## config.mk

```make
export PLATFORM = sky130hd
export DESIGN_NAME = pid_drive_regulator_top_flat
export DESIGN_NICKNAME = d
export VERILOG_FILES = /design/src/sv/pdr_pkg.sv /design/src/sv/pdr_if.sv /design/src/sv/pdr_serial_mul.sv /design/src/sv/pdr_serial_div.sv /design/src/sv/pid_drive_regulator_top.sv /design/src/flat_wrapper.sv
export SDC_FILE = /design/constraint.sdc
export NUM_CORES = 2
export LEC_CHECK = 0
export BUFFER_PORTS_ARGS = -buffer_cell sky130_fd_sc_hd__clkbuf_2
export CAP_MARGIN = 20
export CORE_MARGIN = 2
export CORE_UTILIZATION = 45
export CTS_CLUSTER_DIAMETER = 100
export DETAILED_ROUTE_END_ITERATION = 7
export HOLD_SLACK_MARGIN = 0.15
export PLACE_DENSITY = 0.64
export RECOVER_POWER = 100
export SLEW_MARGIN = 20
export SYNTH_ARGS = -nofsm -noshare
export SYNTH_HDL_FRONTEND = slang
export SYNTH_HIERARCHICAL = 1
export SYNTH_SLANG_ARGS = --single-unit
export TNS_END_PERCENT = 10
```

## constraint.sdc

```tcl
create_clock -name clock -period 6.5 [get_ports clock]
set_input_delay 0.65 -clock clock [delete_from_list [all_inputs] [get_ports clock]]
set_output_delay 0.65 -clock clock [all_outputs]
set_load 0.01 [all_outputs]
```

## src/sv/pdr_pkg.sv

```systemverilog
`timescale 1ns / 1ps
// ----------------------------------------------------------------------------
// PID drive regulator package
// Widths, register indexes, reset values and the structs that pass between
// the sequencer and the shared bit-serial arithmetic units.
// ----------------------------------------------------------------------------
package pdr_pkg;

   localparam int ERR_W     = 32;
   localparam int MS_W      = 16;
   localparam int GAIN_W    = 16;
   localparam int THR_W     = 9;
   localparam int LIM_W     = 8;
   localparam int DRIVE_W   = 9;
   localparam int INTEG_W   = 48;
   localparam int Q_SHIFT   = 24;
   localparam int DIFF_W    = ERR_W + 1;

   // Multiplier: signed A by unsigned B, one bit of B per cycle.
   localparam int MUL_A_W   = 49;
   localparam int MUL_B_W   = 16;
   localparam int MUL_P_W   = MUL_A_W + MUL_B_W;
   localparam int MUL_CNT_W = $clog2(MUL_B_W);

   // Divider: signed dividend by unsigned divisor, one quotient bit per cycle.
   localparam int DIV_N_W   = 59;
   localparam int DIV_MAG_W = DIV_N_W - 1;
   localparam int DIV_D_W   = 16;
   localparam int DIV_CNT_W = $clog2(DIV_MAG_W);

   localparam int SUM_W     = 65;
   localparam int WHOLE_W   = SUM_W - Q_SHIFT;

   localparam logic [MS_W-1:0] MS_PER_S = MS_W'(1000);

   // Configuration port
   localparam int CSR_W     = 16;
   localparam int CSR_IDX_W = 3;
   localparam logic [CSR_IDX_W-1:0] CSR_PROP_GAIN   = 3'd0;
   localparam logic [CSR_IDX_W-1:0] CSR_INTEG_GAIN  = 3'd1;
   localparam logic [CSR_IDX_W-1:0] CSR_DERIV_GAIN  = 3'd2;
   localparam logic [CSR_IDX_W-1:0] CSR_INTEG_THR   = 3'd3;
   localparam logic [CSR_IDX_W-1:0] CSR_OUTPUT_LIM  = 3'd4;

   localparam logic [GAIN_W-1:0] PROP_GAIN_RST  = 16'd11520;
   localparam logic [GAIN_W-1:0] INTEG_GAIN_RST = 16'd25600;
   localparam logic [GAIN_W-1:0] DERIV_GAIN_RST = 16'd640;
   localparam logic [THR_W-1:0]  INTEG_THR_RST  = 9'd25;
   localparam logic [LIM_W-1:0]  OUTPUT_LIM_RST = 8'd255;

   typedef struct packed {
      logic                       start;
      logic signed [MUL_A_W-1:0]  a;
      logic [MUL_B_W-1:0]         b;
   } mul_req_type;

   typedef struct packed {
      logic                       done;
      logic signed [MUL_P_W-1:0]  product;
   } mul_rsp_type;

   typedef struct packed {
      logic                       start;
      logic signed [DIV_N_W-1:0]  dividend;
      logic [DIV_D_W-1:0]         divisor;
   } div_req_type;

   typedef struct packed {
      logic                       done;
      logic signed [DIV_N_W-1:0]  quotient;
   } div_rsp_type;

   typedef enum logic [9:0] {
      ST_IDLE   = 10'b00_0000_0001,
      ST_P_MUL  = 10'b00_0000_0010,
      ST_E_MUL  = 10'b00_0000_0100,
      ST_I_DIV  = 10'b00_0000_1000,
      ST_I_UPD  = 10'b00_0001_0000,
      ST_I_MUL  = 10'b00_0010_0000,
      ST_D_MUL1 = 10'b00_0100_0000,
      ST_D_MUL2 = 10'b00_1000_0000,
      ST_D_DIV  = 10'b01_0000_0000,
      ST_FINISH = 10'b10_0000_0000
   } state_type;

endpackage

```

## src/sv/pdr_if.sv

```systemverilog
`timescale 1ns / 1ps
// ----------------------------------------------------------------------------
// PID drive regulator channels
// Valid/ready channels for error samples in and drive values out.
// ----------------------------------------------------------------------------
interface pdr_req_if;
   logic                                 valid;
   logic                                 ready;
   logic signed [pdr_pkg::ERR_W-1:0]     error_sample;
   logic [pdr_pkg::MS_W-1:0]             elapsed_ms;
   logic                                 restart;

   modport source (output valid, output error_sample, output elapsed_ms,
                   output restart, input ready);
   modport sink   (input valid, input error_sample, input elapsed_ms,
                   input restart, output ready);
endinterface

interface pdr_rsp_if;
   logic                                 valid;
   logic                                 ready;
   logic signed [pdr_pkg::DRIVE_W-1:0]   drive;
   logic                                 clamped;

   modport source (output valid, output drive, output clamped, input ready);
   modport sink   (input valid, input drive, input clamped, output ready);
endinterface

```

## src/sv/pdr_serial_mul.sv

```systemverilog
`timescale 1ns / 1ps
// ----------------------------------------------------------------------------
// PID drive regulator bit-serial multiplier
// Shift-and-add product of a signed operand and an unsigned 16-bit operand,
// one bit of the unsigned operand per cycle.
// ----------------------------------------------------------------------------
module pdr_serial_mul (
   input  logic                  clock,
   input  logic                  reset,
   input  pdr_pkg::mul_req_type  req,
   output pdr_pkg::mul_rsp_type  rsp
);

   logic                                busy_ff, busy_in;
   logic                                done_ff, done_in;
   logic [pdr_pkg::MUL_CNT_W-1:0]       cnt_ff, cnt_in;
   logic [pdr_pkg::MUL_P_W-1:0]         a_sh_ff, a_sh_in;
   logic [pdr_pkg::MUL_B_W-1:0]         b_sh_ff, b_sh_in;
   logic [pdr_pkg::MUL_P_W-1:0]         acc_ff, acc_in;

   always_comb begin
      busy_in = busy_ff;
      done_in = 1'b0;
      cnt_in  = cnt_ff;
      a_sh_in = a_sh_ff;
      b_sh_in = b_sh_ff;
      acc_in  = acc_ff;
      if (req.start) begin
         busy_in = 1'b1;
         cnt_in  = '0;
         a_sh_in = {{pdr_pkg::MUL_B_W{req.a[pdr_pkg::MUL_A_W-1]}}, req.a};
         b_sh_in = req.b;
         acc_in  = '0;
      end else if (busy_ff) begin
         if (b_sh_ff[0]) begin
            acc_in = acc_ff + a_sh_ff;
         end
         a_sh_in = {a_sh_ff[pdr_pkg::MUL_P_W-2:0], 1'b0};
         b_sh_in = {1'b0, b_sh_ff[pdr_pkg::MUL_B_W-1:1]};
         cnt_in  = cnt_ff + 1'b1;
         if (cnt_ff == pdr_pkg::MUL_CNT_W'(pdr_pkg::MUL_B_W - 1)) begin
            busy_in = 1'b0;
            done_in = 1'b1;
         end
      end
   end

   always_ff @(posedge clock) begin
      if (reset) begin
         busy_ff <= 1'b0;
         done_ff <= 1'b0;
         cnt_ff  <= '0;
      end else begin
         busy_ff <= busy_in;
         done_ff <= done_in;
         cnt_ff  <= cnt_in;
      end
      a_sh_ff <= a_sh_in;
      b_sh_ff <= b_sh_in;
      acc_ff  <= acc_in;
   end

   assign rsp.done    = done_ff;
   assign rsp.product = $signed(acc_ff);

endmodule

```

## src/sv/pdr_serial_div.sv

```systemverilog
`timescale 1ns / 1ps
// ----------------------------------------------------------------------------
// PID drive regulator bit-serial divider
// Restoring division of a signed dividend by an unsigned divisor, one
// quotient bit per cycle, quotient truncated toward zero.
// ----------------------------------------------------------------------------
module pdr_serial_div (
   input  logic                  clock,
   input  logic                  reset,
   input  pdr_pkg::div_req_type  req,
   output pdr_pkg::div_rsp_type  rsp
);

   logic                                busy_ff, busy_in;
   logic                                done_ff, done_in;
   logic                                neg_ff, neg_in;
   logic [pdr_pkg::DIV_CNT_W-1:0]       cnt_ff, cnt_in;
   logic [pdr_pkg::DIV_MAG_W-1:0]       quo_ff, quo_in;
   logic [pdr_pkg::DIV_D_W-1:0]         rem_ff, rem_in;
   logic [pdr_pkg::DIV_D_W-1:0]         den_ff, den_in;
   logic [pdr_pkg::DIV_N_W-1:0]         mag;
   logic [pdr_pkg::DIV_D_W:0]           shifted;
   logic [pdr_pkg::DIV_D_W+1:0]         trial;
   logic [pdr_pkg::DIV_N_W-1:0]         quo_ext;

   always_comb begin
      busy_in = busy_ff;
      done_in = 1'b0;
      neg_in  = neg_ff;
      cnt_in  = cnt_ff;
      quo_in  = quo_ff;
      rem_in  = rem_ff;
      den_in  = den_ff;
      mag     = req.dividend[pdr_pkg::DIV_N_W-1] ? -req.dividend : req.dividend;
      shifted = {rem_ff, quo_ff[pdr_pkg::DIV_MAG_W-1]};
      trial   = {1'b0, shifted} - {2'b00, den_ff};
      if (req.start) begin
         busy_in = 1'b1;
         neg_in  = req.dividend[pdr_pkg::DIV_N_W-1];
         cnt_in  = '0;
         quo_in  = mag[pdr_pkg::DIV_MAG_W-1:0];
         rem_in  = '0;
         den_in  = req.divisor;
      end else if (busy_ff) begin
         // The partial remainder stays below the divisor, so it fits in
         // the divisor width after either outcome.
         if (!trial[pdr_pkg::DIV_D_W+1]) begin
            rem_in = trial[pdr_pkg::DIV_D_W-1:0];
            quo_in = {quo_ff[pdr_pkg::DIV_MAG_W-2:0], 1'b1};
         end else begin
            rem_in = shifted[pdr_pkg::DIV_D_W-1:0];
            quo_in = {quo_ff[pdr_pkg::DIV_MAG_W-2:0], 1'b0};
         end
         cnt_in = cnt_ff + 1'b1;
         if (cnt_ff == pdr_pkg::DIV_CNT_W'(pdr_pkg::DIV_MAG_W - 1)) begin
            busy_in = 1'b0;
            done_in = 1'b1;
         end
      end
   end

   always_ff @(posedge clock) begin
      if (reset) begin
         busy_ff <= 1'b0;
         done_ff <= 1'b0;
         cnt_ff  <= '0;
      end else begin
         busy_ff <= busy_in;
         done_ff <= done_in;
         cnt_ff  <= cnt_in;
      end
      neg_ff <= neg_in;
      quo_ff <= quo_in;
      rem_ff <= rem_in;
      den_ff <= den_in;
   end

   assign quo_ext      = {1'b0, quo_ff};
   assign rsp.done     = done_ff;
   assign rsp.quotient = $signed(neg_ff ? -quo_ext : quo_ext);

endmodule

```

## src/sv/pid_drive_regulator_top.sv

```systemverilog
`timescale 1ns / 1ps
// ----------------------------------------------------------------------------
// PID drive regulator
// Fixed-point PID regulator with conditional integration, built around one
// shared bit-serial multiplier and one shared bit-serial divider.
// ----------------------------------------------------------------------------
// Each error sample is worked through in sequence: five 16-step multiplies
// and two 58-step divides, of which the derivative divide is skipped when
// elapsed_ms is zero. A finished drive value sits in an output register,
// so the next sample is taken while the previous result still waits to be
// collected.
module pid_drive_regulator_top (
   input  logic                              clock,
   input  logic                              reset,
   pdr_req_if.sink                           req_ch,
   pdr_rsp_if.source                         rsp_ch,
   input  logic                              csr_we,
   input  logic [pdr_pkg::CSR_IDX_W-1:0]     csr_index,
   input  logic [pdr_pkg::CSR_W-1:0]         csr_wdata
);

   // Configuration registers
   logic [pdr_pkg::GAIN_W-1:0]   kp_ff, ki_ff, kd_ff;
   logic [pdr_pkg::THR_W-1:0]    thr_ff;
   logic [pdr_pkg::LIM_W-1:0]    lim_ff;

   always_ff @(posedge clock) begin
      if (reset) begin
         kp_ff  <= pdr_pkg::PROP_GAIN_RST;
         ki_ff  <= pdr_pkg::INTEG_GAIN_RST;
         kd_ff  <= pdr_pkg::DERIV_GAIN_RST;
         thr_ff <= pdr_pkg::INTEG_THR_RST;
         lim_ff <= pdr_pkg::OUTPUT_LIM_RST;
      end else if (csr_we) begin
         case (csr_index)
            pdr_pkg::CSR_PROP_GAIN:  kp_ff  <= csr_wdata;
            pdr_pkg::CSR_INTEG_GAIN: ki_ff  <= csr_wdata;
            pdr_pkg::CSR_DERIV_GAIN: kd_ff  <= csr_wdata;
            pdr_pkg::CSR_INTEG_THR:  thr_ff <= csr_wdata[pdr_pkg::THR_W-1:0];
            pdr_pkg::CSR_OUTPUT_LIM: lim_ff <= csr_wdata[pdr_pkg::LIM_W-1:0];
            default: ;
         endcase
      end
   end

   // Sequencer and working registers
   pdr_pkg::state_type                       state_ff, state_in;
   logic                                     go_ff, go_in;
   logic signed [pdr_pkg::ERR_W-1:0]         e_ff, e_in;
   logic [pdr_pkg::MS_W-1:0]                 ms_ff, ms_in;
   logic signed [pdr_pkg::INTEG_W-1:0]       p_ff, p_in;
   logic signed [pdr_pkg::MUL_P_W-1:0]       t_ff, t_in;
   logic signed [pdr_pkg::SUM_W-1:0]         sum_ff, sum_in;
   logic signed [pdr_pkg::INTEG_W-1:0]       integ_ff, integ_in;
   logic signed [pdr_pkg::ERR_W-1:0]         last_ff, last_in;
   logic                                     rsp_valid_ff, rsp_valid_in;
   logic signed [pdr_pkg::DRIVE_W-1:0]       drive_ff, drive_in;
   logic                                     clamped_ff, clamped_in;

   pdr_pkg::mul_req_type                     mul_req;
   pdr_pkg::mul_rsp_type                     mul_rsp;
   pdr_pkg::div_req_type                     div_req;
   pdr_pkg::div_rsp_type                     div_rsp;

   logic                                     req_fire;
   logic                                     slot_free;
   logic signed [pdr_pkg::DIFF_W-1:0]        diff;
   logic signed [pdr_pkg::INTEG_W-1:0]       thr_q24;
   logic signed [pdr_pkg::INTEG_W:0]         integ_acc;
   logic signed [pdr_pkg::WHOLE_W-1:0]       whole;
   logic signed [pdr_pkg::WHOLE_W-1:0]       pos_lim;
   logic signed [pdr_pkg::WHOLE_W-1:0]       neg_lim;
   logic                                     round_up;

   assign req_ch.ready = (state_ff == pdr_pkg::ST_IDLE);
   assign req_fire     = req_ch.valid && req_ch.ready;
   assign slot_free    = !rsp_valid_ff || rsp_ch.ready;

   assign diff      = {e_ff[pdr_pkg::ERR_W-1], e_ff} - {last_ff[pdr_pkg::ERR_W-1], last_ff};
   assign thr_q24   = {{(pdr_pkg::INTEG_W - pdr_pkg::THR_W - pdr_pkg::Q_SHIFT)
                         {thr_ff[pdr_pkg::THR_W-1]}}, thr_ff, {pdr_pkg::Q_SHIFT{1'b0}}};
   assign integ_acc = {integ_ff[pdr_pkg::INTEG_W-1], integ_ff}
                    + {t_ff[pdr_pkg::INTEG_W-1], t_ff[pdr_pkg::INTEG_W-1:0]};

   // Truncation toward zero: a negative sum with a fractional part rounds up.
   assign round_up = sum_ff[pdr_pkg::SUM_W-1] && (|sum_ff[pdr_pkg::Q_SHIFT-1:0]);
   assign whole    = sum_ff[pdr_pkg::SUM_W-1:pdr_pkg::Q_SHIFT]
                   + {{(pdr_pkg::WHOLE_W-1){1'b0}}, round_up};
   assign pos_lim  = {{(pdr_pkg::WHOLE_W - pdr_pkg::LIM_W){1'b0}}, lim_ff};
   assign neg_lim  = -pos_lim;

   // Operand selection for the shared units
   always_comb begin
      mul_req.start = 1'b0;
      mul_req.a     = '0;
      mul_req.b     = '0;
      div_req.start = 1'b0;
      div_req.dividend = t_ff[pdr_pkg::DIV_N_W-1:0];
      div_req.divisor  = pdr_pkg::MS_PER_S;
      case (state_ff)
         pdr_pkg::ST_P_MUL: begin
            mul_req.start = go_ff;
            mul_req.a = {{(pdr_pkg::MUL_A_W - pdr_pkg::ERR_W){e_ff[pdr_pkg::ERR_W-1]}}, e_ff};
            mul_req.b = kp_ff;
         end
         pdr_pkg::ST_E_MUL: begin
            mul_req.start = go_ff;
            mul_req.a = {{(pdr_pkg::MUL_A_W - pdr_pkg::ERR_W){e_ff[pdr_pkg::ERR_W-1]}}, e_ff};
            mul_req.b = ms_ff;
         end
         pdr_pkg::ST_I_DIV: begin
            div_req.start = go_ff;
         end
         pdr_pkg::ST_I_MUL: begin
            mul_req.start = go_ff;
            mul_req.a = {{(pdr_pkg::MUL_A_W - pdr_pkg::INTEG_W){integ_ff[pdr_pkg::INTEG_W-1]}},
                         integ_ff};
            mul_req.b = ki_ff;
         end
         pdr_pkg::ST_D_MUL1: begin
            mul_req.start = go_ff;
            mul_req.a = {{(pdr_pkg::MUL_A_W - pdr_pkg::DIFF_W){diff[pdr_pkg::DIFF_W-1]}}, diff};
            mul_req.b = kd_ff;
         end
         pdr_pkg::ST_D_MUL2: begin
            mul_req.start = go_ff;
            mul_req.a = t_ff[pdr_pkg::MUL_A_W-1:0];
            mul_req.b = pdr_pkg::MS_PER_S;
         end
         pdr_pkg::ST_D_DIV: begin
            div_req.start   = go_ff;
            div_req.divisor = ms_ff;
         end
         default: ;
      endcase
   end

   pdr_serial_mul u_mul (
      .clock (clock),
      .reset (reset),
      .req   (mul_req),
      .rsp   (mul_rsp)
   );

   pdr_serial_div u_div (
      .clock (clock),
      .reset (reset),
      .req   (div_req),
      .rsp   (div_rsp)
   );

   always_comb begin
      state_in     = state_ff;
      go_in        = 1'b0;
      e_in         = e_ff;
      ms_in        = ms_ff;
      p_in         = p_ff;
      t_in         = t_ff;
      sum_in       = sum_ff;
      integ_in     = integ_ff;
      last_in      = last_ff;
      rsp_valid_in = rsp_valid_ff && !rsp_ch.ready;
      drive_in     = drive_ff;
      clamped_in   = clamped_ff;
      case (state_ff)
         pdr_pkg::ST_IDLE: begin
            if (req_fire) begin
               e_in  = req_ch.error_sample;
               ms_in = req_ch.elapsed_ms;
               if (req_ch.restart) begin
                  integ_in = '0;
                  last_in  = '0;
               end
               state_in = pdr_pkg::ST_P_MUL;
               go_in    = 1'b1;
            end
         end
         pdr_pkg::ST_P_MUL: begin
            if (mul_rsp.done) begin
               p_in     = mul_rsp.product[pdr_pkg::INTEG_W-1:0];
               sum_in   = mul_rsp.product;
               state_in = pdr_pkg::ST_E_MUL;
               go_in    = 1'b1;
            end
         end
         pdr_pkg::ST_E_MUL: begin
            if (mul_rsp.done) begin
               t_in     = mul_rsp.product;
               state_in = pdr_pkg::ST_I_DIV;
               go_in    = 1'b1;
            end
         end
         pdr_pkg::ST_I_DIV: begin
            if (div_rsp.done) begin
               t_in = {{(pdr_pkg::MUL_P_W - pdr_pkg::DIV_N_W)
                        {div_rsp.quotient[pdr_pkg::DIV_N_W-1]}}, div_rsp.quotient};
               state_in = pdr_pkg::ST_I_UPD;
            end
         end
         pdr_pkg::ST_I_UPD: begin
            // Integrate only while the proportional term is under threshold.
            if (p_ff < thr_q24) begin
               if (integ_acc[pdr_pkg::INTEG_W] != integ_acc[pdr_pkg::INTEG_W-1]) begin
                  integ_in = integ_acc[pdr_pkg::INTEG_W]
                           ? {1'b1, {(pdr_pkg::INTEG_W-1){1'b0}}}
                           : {1'b0, {(pdr_pkg::INTEG_W-1){1'b1}}};
               end else begin
                  integ_in = integ_acc[pdr_pkg::INTEG_W-1:0];
               end
            end
            state_in = pdr_pkg::ST_I_MUL;
            go_in    = 1'b1;
         end
         pdr_pkg::ST_I_MUL: begin
            if (mul_rsp.done) begin
               sum_in   = sum_ff + mul_rsp.product;
               state_in = pdr_pkg::ST_D_MUL1;
               go_in    = 1'b1;
            end
         end
         pdr_pkg::ST_D_MUL1: begin
            if (mul_rsp.done) begin
               t_in     = mul_rsp.product;
               last_in  = e_ff;
               state_in = pdr_pkg::ST_D_MUL2;
               go_in    = 1'b1;
            end
         end
         pdr_pkg::ST_D_MUL2: begin
            if (mul_rsp.done) begin
               t_in = mul_rsp.product;
               if (ms_ff == '0) begin
                  state_in = pdr_pkg::ST_FINISH;
               end else begin
                  state_in = pdr_pkg::ST_D_DIV;
                  go_in    = 1'b1;
               end
            end
         end
         pdr_pkg::ST_D_DIV: begin
            if (div_rsp.done) begin
               sum_in = sum_ff + {{(pdr_pkg::SUM_W - pdr_pkg::DIV_N_W)
                                   {div_rsp.quotient[pdr_pkg::DIV_N_W-1]}}, div_rsp.quotient};
               state_in = pdr_pkg::ST_FINISH;
            end
         end
         pdr_pkg::ST_FINISH: begin
            if (slot_free) begin
               rsp_valid_in = 1'b1;
               if (whole > pos_lim) begin
                  drive_in   = pos_lim[pdr_pkg::DRIVE_W-1:0];
                  clamped_in = 1'b1;
               end else if (whole < neg_lim) begin
                  drive_in   = neg_lim[pdr_pkg::DRIVE_W-1:0];
                  clamped_in = 1'b1;
               end else begin
                  drive_in   = whole[pdr_pkg::DRIVE_W-1:0];
                  clamped_in = 1'b0;
               end
               state_in = pdr_pkg::ST_IDLE;
            end
         end
         default: begin
            state_in = pdr_pkg::ST_IDLE;
         end
      endcase
   end

   always_ff @(posedge clock) begin
      if (reset) begin
         state_ff     <= pdr_pkg::ST_IDLE;
         go_ff        <= 1'b0;
         rsp_valid_ff <= 1'b0;
         integ_ff     <= '0;
         last_ff      <= '0;
      end else begin
         state_ff     <= state_in;
         go_ff        <= go_in;
         rsp_valid_ff <= rsp_valid_in;
         integ_ff     <= integ_in;
         last_ff      <= last_in;
      end
      e_ff       <= e_in;
      ms_ff      <= ms_in;
      p_ff       <= p_in;
      t_ff       <= t_in;
      sum_ff     <= sum_in;
      drive_ff   <= drive_in;
      clamped_ff <= clamped_in;
   end

   assign rsp_ch.valid   = rsp_valid_ff;
   assign rsp_ch.drive   = drive_ff;
   assign rsp_ch.clamped = clamped_ff;

`ifndef SYNTHESIS
   // A unit reports completion only while the sequencer waits on that unit.
   assert property (@(posedge clock) disable iff (reset)
      mul_rsp.done |-> (state_ff == pdr_pkg::ST_P_MUL || state_ff == pdr_pkg::ST_E_MUL ||
                        state_ff == pdr_pkg::ST_I_MUL || state_ff == pdr_pkg::ST_D_MUL1 ||
                        state_ff == pdr_pkg::ST_D_MUL2))
      else $error("multiplier completed outside a multiply step");

   assert property (@(posedge clock) disable iff (reset)
      div_rsp.done |-> (state_ff == pdr_pkg::ST_I_DIV || state_ff == pdr_pkg::ST_D_DIV))
      else $error("divider completed outside a divide step");

   // A restart transfer leaves the integral and previous error cleared.
   assert property (@(posedge clock) disable iff (reset)
      req_fire && req_ch.restart |=> (integ_ff == '0 && last_ff == '0))
      else $error("restart did not clear the regulator state");

   // A unit is launched once per step.
   assert property (@(posedge clock) disable iff (reset)
      go_ff |=> !go_ff)
      else $error("arithmetic unit launched twice");
`endif

endmodule
```

## src/flat_wrapper.sv

```systemverilog
// flat-port wrapper written by rule: the top's interface ports become plain ports
module pid_drive_regulator_top_flat 
  (clock, reset, csr_we, csr_index, csr_wdata, req_ch_valid, req_ch_error_sample, req_ch_elapsed_ms, req_ch_restart, req_ch_ready, rsp_ch_valid, rsp_ch_drive, rsp_ch_clamped, rsp_ch_ready);
  pdr_req_if req_ch_i ();
  pdr_rsp_if rsp_ch_i ();
  input  logic clock;
  input  logic reset;
  input  logic csr_we;
  input  logic [pdr_pkg::CSR_IDX_W-1:0] csr_index;
  input  logic [pdr_pkg::CSR_W-1:0] csr_wdata;
  input wire logic [$bits(req_ch_i.valid)-1:0] req_ch_valid;
  input wire logic [$bits(req_ch_i.error_sample)-1:0] req_ch_error_sample;
  input wire logic [$bits(req_ch_i.elapsed_ms)-1:0] req_ch_elapsed_ms;
  input wire logic [$bits(req_ch_i.restart)-1:0] req_ch_restart;
  output wire logic [$bits(req_ch_i.ready)-1:0] req_ch_ready;
  output wire logic [$bits(rsp_ch_i.valid)-1:0] rsp_ch_valid;
  output wire logic [$bits(rsp_ch_i.drive)-1:0] rsp_ch_drive;
  output wire logic [$bits(rsp_ch_i.clamped)-1:0] rsp_ch_clamped;
  input wire logic [$bits(rsp_ch_i.ready)-1:0] rsp_ch_ready;
  assign req_ch_i.valid = req_ch_valid;
  assign req_ch_i.error_sample = req_ch_error_sample;
  assign req_ch_i.elapsed_ms = req_ch_elapsed_ms;
  assign req_ch_i.restart = req_ch_restart;
  assign req_ch_ready = req_ch_i.ready;
  assign rsp_ch_valid = rsp_ch_i.valid;
  assign rsp_ch_drive = rsp_ch_i.drive;
  assign rsp_ch_clamped = rsp_ch_i.clamped;
  assign rsp_ch_i.ready = rsp_ch_ready;
  pid_drive_regulator_top u_core (.clock(clock), .reset(reset), .req_ch(req_ch_i), .rsp_ch(rsp_ch_i), .csr_we(csr_we), .csr_index(csr_index), .csr_wdata(csr_wdata));
endmodule
```

==> summary.md <==
| Metric | Value |
|---|---|
| Clock Tree Buf Depth | `3` |
| Overall die height | `324 µm` |
| Nets | `5722` |
| Met3 WL post-DR | `9440 µm` |
| Drt first pass iters | `6` |
| Die width | `324 µm` |
| Area leader, netlist | `edfxtp_1` |
| R2R cell count | `19` |
| Cells on Worst Hold Path | `1` |
| Crit path depth | `19` |
| Hold Vio Cnt, Final | `0` |
| Primary FF master, synth | `edfxtp_1` |
| Worst skew pair latency | `680 ps` |
| Synth Net Count | `5700` |
| Area contributors post-synth | `edfxtp_1 24%, dfxtp_1 11%, ha_1 9.9%` |
| Placed instance area | `0.0478 mm²` |
| Total CTS buffers | `75` |
| Seq cells post-synth | `614` |
| Worst Setup SP | `u_core/u_div/quo_ff[3]$_DFFE_PP_` |
| Max-cap viol count | `15` |
| Port Buffer Count | `84` |
| Routed len/inst | `20.2 µm` |
| Hold_sp | `req_ch_error_sample[29]` |
| Layout Skew | `54.5 ps` |
| CP top delay family | `compound AO/OA/AOI/OAI gates` |
| Initial antenna violation count | `2` |
| Ratio of cells with drive above 1 in the final layout | `7.47%` |
| Core Util, Final | `49.8%` |
| Post-Layout Inst Area | `0.0506 mm²` |
| Int Pwr | `7.89 mW` |
| Net switching fraction of the power | `31.0%` |
| CP max stage delay | `540 ps` |
| Ports | `85` |
| Failing checks | `capacitance limit, slew limit` |
| Core area | `0.102 mm²` |
| Share of the synthesized area in the top cell type | `23.6%` |
| Fmax | `160 MHz` |
| Average cell area after synthesis | `8.77 µm²` |
| Setup_tns | `0 ps` |
| Post-synth ARST share | `0%` |
| CP required | `6870 ps` |
| Multi-input logic area | `0.0284 mm²` |
| Worst r2r src | `u_core/u_div/quo_ff[3]$_DFFE_PP_` |
| CP Capture Type | `register` |
| Sequential area share after synthesis | `34.5%` |
| Static leakage | `19.9 nW` |
| EDFF count, synth | `362` |
| FILL cells | `9642` |
| Pwr/cell area | `226 mW/mm²` |
| Final wirelength | `136000 µm` |
| GRT Resource Usage Total | `25.4%` |
| VDD IR-drop max | `211 µV` |
| Final Critical Period | `6240 ps` |
| Critical Path Slowest Stage Cell | `or4_1` |
| Synth Warn # | `6` |
| Bufs and invs on worst path | `1` |
| Sequential fraction of design power | `39.8%` |
| Unrepaired setup endpoints after global routing | `no` |
| Vias per cell | `5.96` |
| Mapped Cells | `5255` |
| First-pass GRT wire length | `211000 µm` |
| Area growth syn-to-layout | `9.88%` |
| Critical path startpoint category | `register` |
| GRT overflow | `0` |
| Num rows | `117` |
| WL met2 | `59300 µm` |
| Largest net degree at the start of global routing | `150` |
| Clk sinks | `614` |
| Clock Tree Root | `clkbuf_16` |
| # DRC | `0` |
| Status | `complete, but fails checks` |
| CTS tree | `done` |
| P_sw | `3.55 mW` |
| Crit-path cells | `nor4_1, nand3_1, or4_1, nor2_1, nand2_1, o41ai_1, xnor2_1, ha_1, inv_1, o21bai_1, a21o_1, a221o_1, a221o_1, a21o_1, a221oi_1, nand2_1, a311oi_2, xor2_1, o21ai_0` |
| Via count | `40014` |
| WS Path Type | `register to register` |
| Hold Crit Class | `primary input to register` |
| Register area | `0.0159 mm²` |
| Placer Congestion | `0.907` |
| Logic pwr share | `21.9%` |
| Antenna-violating nets left | `0` |
| Die area | `0.105 mm²` |
| Critical path fanouts, max | `7` |
| Clk slew on worst S/H paths | `60 ps` |
| Initial Util | `45.3%` |
| Final Slew Violations | `746` |
| Final setup vio count | `0` |
| Part of the power in the clock network | `38.3%` |
| # Post-CTS Setup Buffers | `0` |
| Netlist cell types | `112` |
| Top Layer Used | `met4` |
| Metal-1 WL | `64300 µm` |
| DRT iter0 DRCs | `3658` |
| Dpl hpwl | `102000 µm` |
| Relative slew slack | `-124%` |
| Final period utilization | `96.0%` |
| Synth Cell Area | `0.0461 mm²` |
| Critical path arrival | `6610 ps` |
| H-tree Lvls | `3` |
| Number of global-route vias before repair | `37357` |
| Worst Tran Pin Value | `3360 ps` |
==> cell type report <==
type | instances | share of cell area (%)
multi-input cells | 4201 | 56.2
flip-flops and latches | 614 | 31.4
clock buffers | 104 | 4.16
well taps | 1368 | 3.38
repair buffers | 201 | 2.52
inverters | 184 | 1.36
clock inverters | 36 | 0.966
diodes | 1 | 0.00494
==> power groups by stage <==
| stage | clock network [mW] | registers (mW) | logic [mW] |
|---|---|---|---|
| 6_report | 4.38 | 4.55 | 2.50 |
| 5_1_grt | 4.65 | 4.56 | 2.77 |
| 4_1_cts | 4.49 | 4.53 | 2.49 |
| 3_5_place_dp | 0 | 4.61 | 2.45 |
| 3_3_place_gp | 0 | 4.61 | 2.44 |
| 2_1_floorplan | 0 | 4.50 | 1.84 |
==> placed cells by master (no fill, tap or decap), types with 137 or more instances in the layout <==
cell type / n
a21o_1: 187
a21oi_1: 520
dfxtp_1: 252
edfxtp_1: 362
ha_1: 366
inv_1: 184
nand2_1: 601
nand3_1: 137
nor2_1: 341
o21ai_0: 359
xnor2_1: 238
xor2_1: 171
==> registers in the layout, summed over array words and instances (netlist names), 10 cells and up <==
name,count
u_core/sum_ff,65
u_core/u_mul/a_sh_ff,65
u_core/u_mul/acc_ff,65
u_core/t_ff,59
u_core/u_div/quo_ff,58
u_core/integ_ff,48
u_core/e_ff,32
u_core/last_ff,32
u_core/p_ff,24
u_core/kd_ff,16
u_core/ki_ff,16
u_core/kp_ff,16
u_core/ms_ff,16
u_core/u_div/den_ff,16
u_core/u_div/rem_ff,16
u_core/u_mul/b_sh_ff,16
u_core/state_ff,10
==> metal layers <==
layer | track usage (%) | vias up
met5 | 0 | -
met1 | 37.2 | 18967
met3 | 2.73 | 146
met2 | 39.6 | 1320
li1 | - | 19581
met4 | 6.44 | 0
==> timing repair <==
| item | CTS | global route |
|---|---|---|
| hold endpoints to repair | 46 | 0 |
| endpoints found under the setup margin | 0 | 0 |
| hold buffers | 46 | 0 |
| gates resized for setup | 0 | 0 |
==> worst paths after layout <==
kind	endpoint	slack (ps)
max reg2reg	u_core/sum_ff[62]$_DFFE_PP_	260
min	u_core/e_ff[29]$_DFFE_PP_	190
max	u_core/sum_ff[62]$_DFFE_PP_	260
min reg2reg	u_core/last_ff[27]$_SDFFE_PP0P_	450
==> kinds of logic (layout without fill, tap and decap cells) <==
logic type	count (synthesis)	in the layout	share of synthesized area, %
compound gates	1669	1669	23.4
simple gates	1604	1604	16.8
flops	614	614	34.5
buf+inv	440	525	3.80
xor+xnor	409	409	7.78
fa+ha+maj	372	372	10.2
mux	147	147	3.54
other cells	0	1	0
==> through the flow <==
step	worst slack (ps)	total power [mW]	hold WS, ps	instances
global route	28.7	12.0	165	6708
CTS	408	11.5	152	6708
detailed placement	480	7.06	443	6522
finish	260	11.4	191	6709
global placement	479	7.06	438	6522
floorplan	1330	6.34	432	5255
==> synth_stat cells, drive strengths merged (124+ instances only) <==
cell type / number
a21o: 187
a21oi: 521
clkbuf: 209
dfxtp: 252
edfxtp: 362
ha: 366
inv: 184
mux2: 124
nand2: 601
nand3: 139
nor2: 343
o21ai: 370
xnor2: 238
xor2: 171
(Power assumes the default switching activity.)
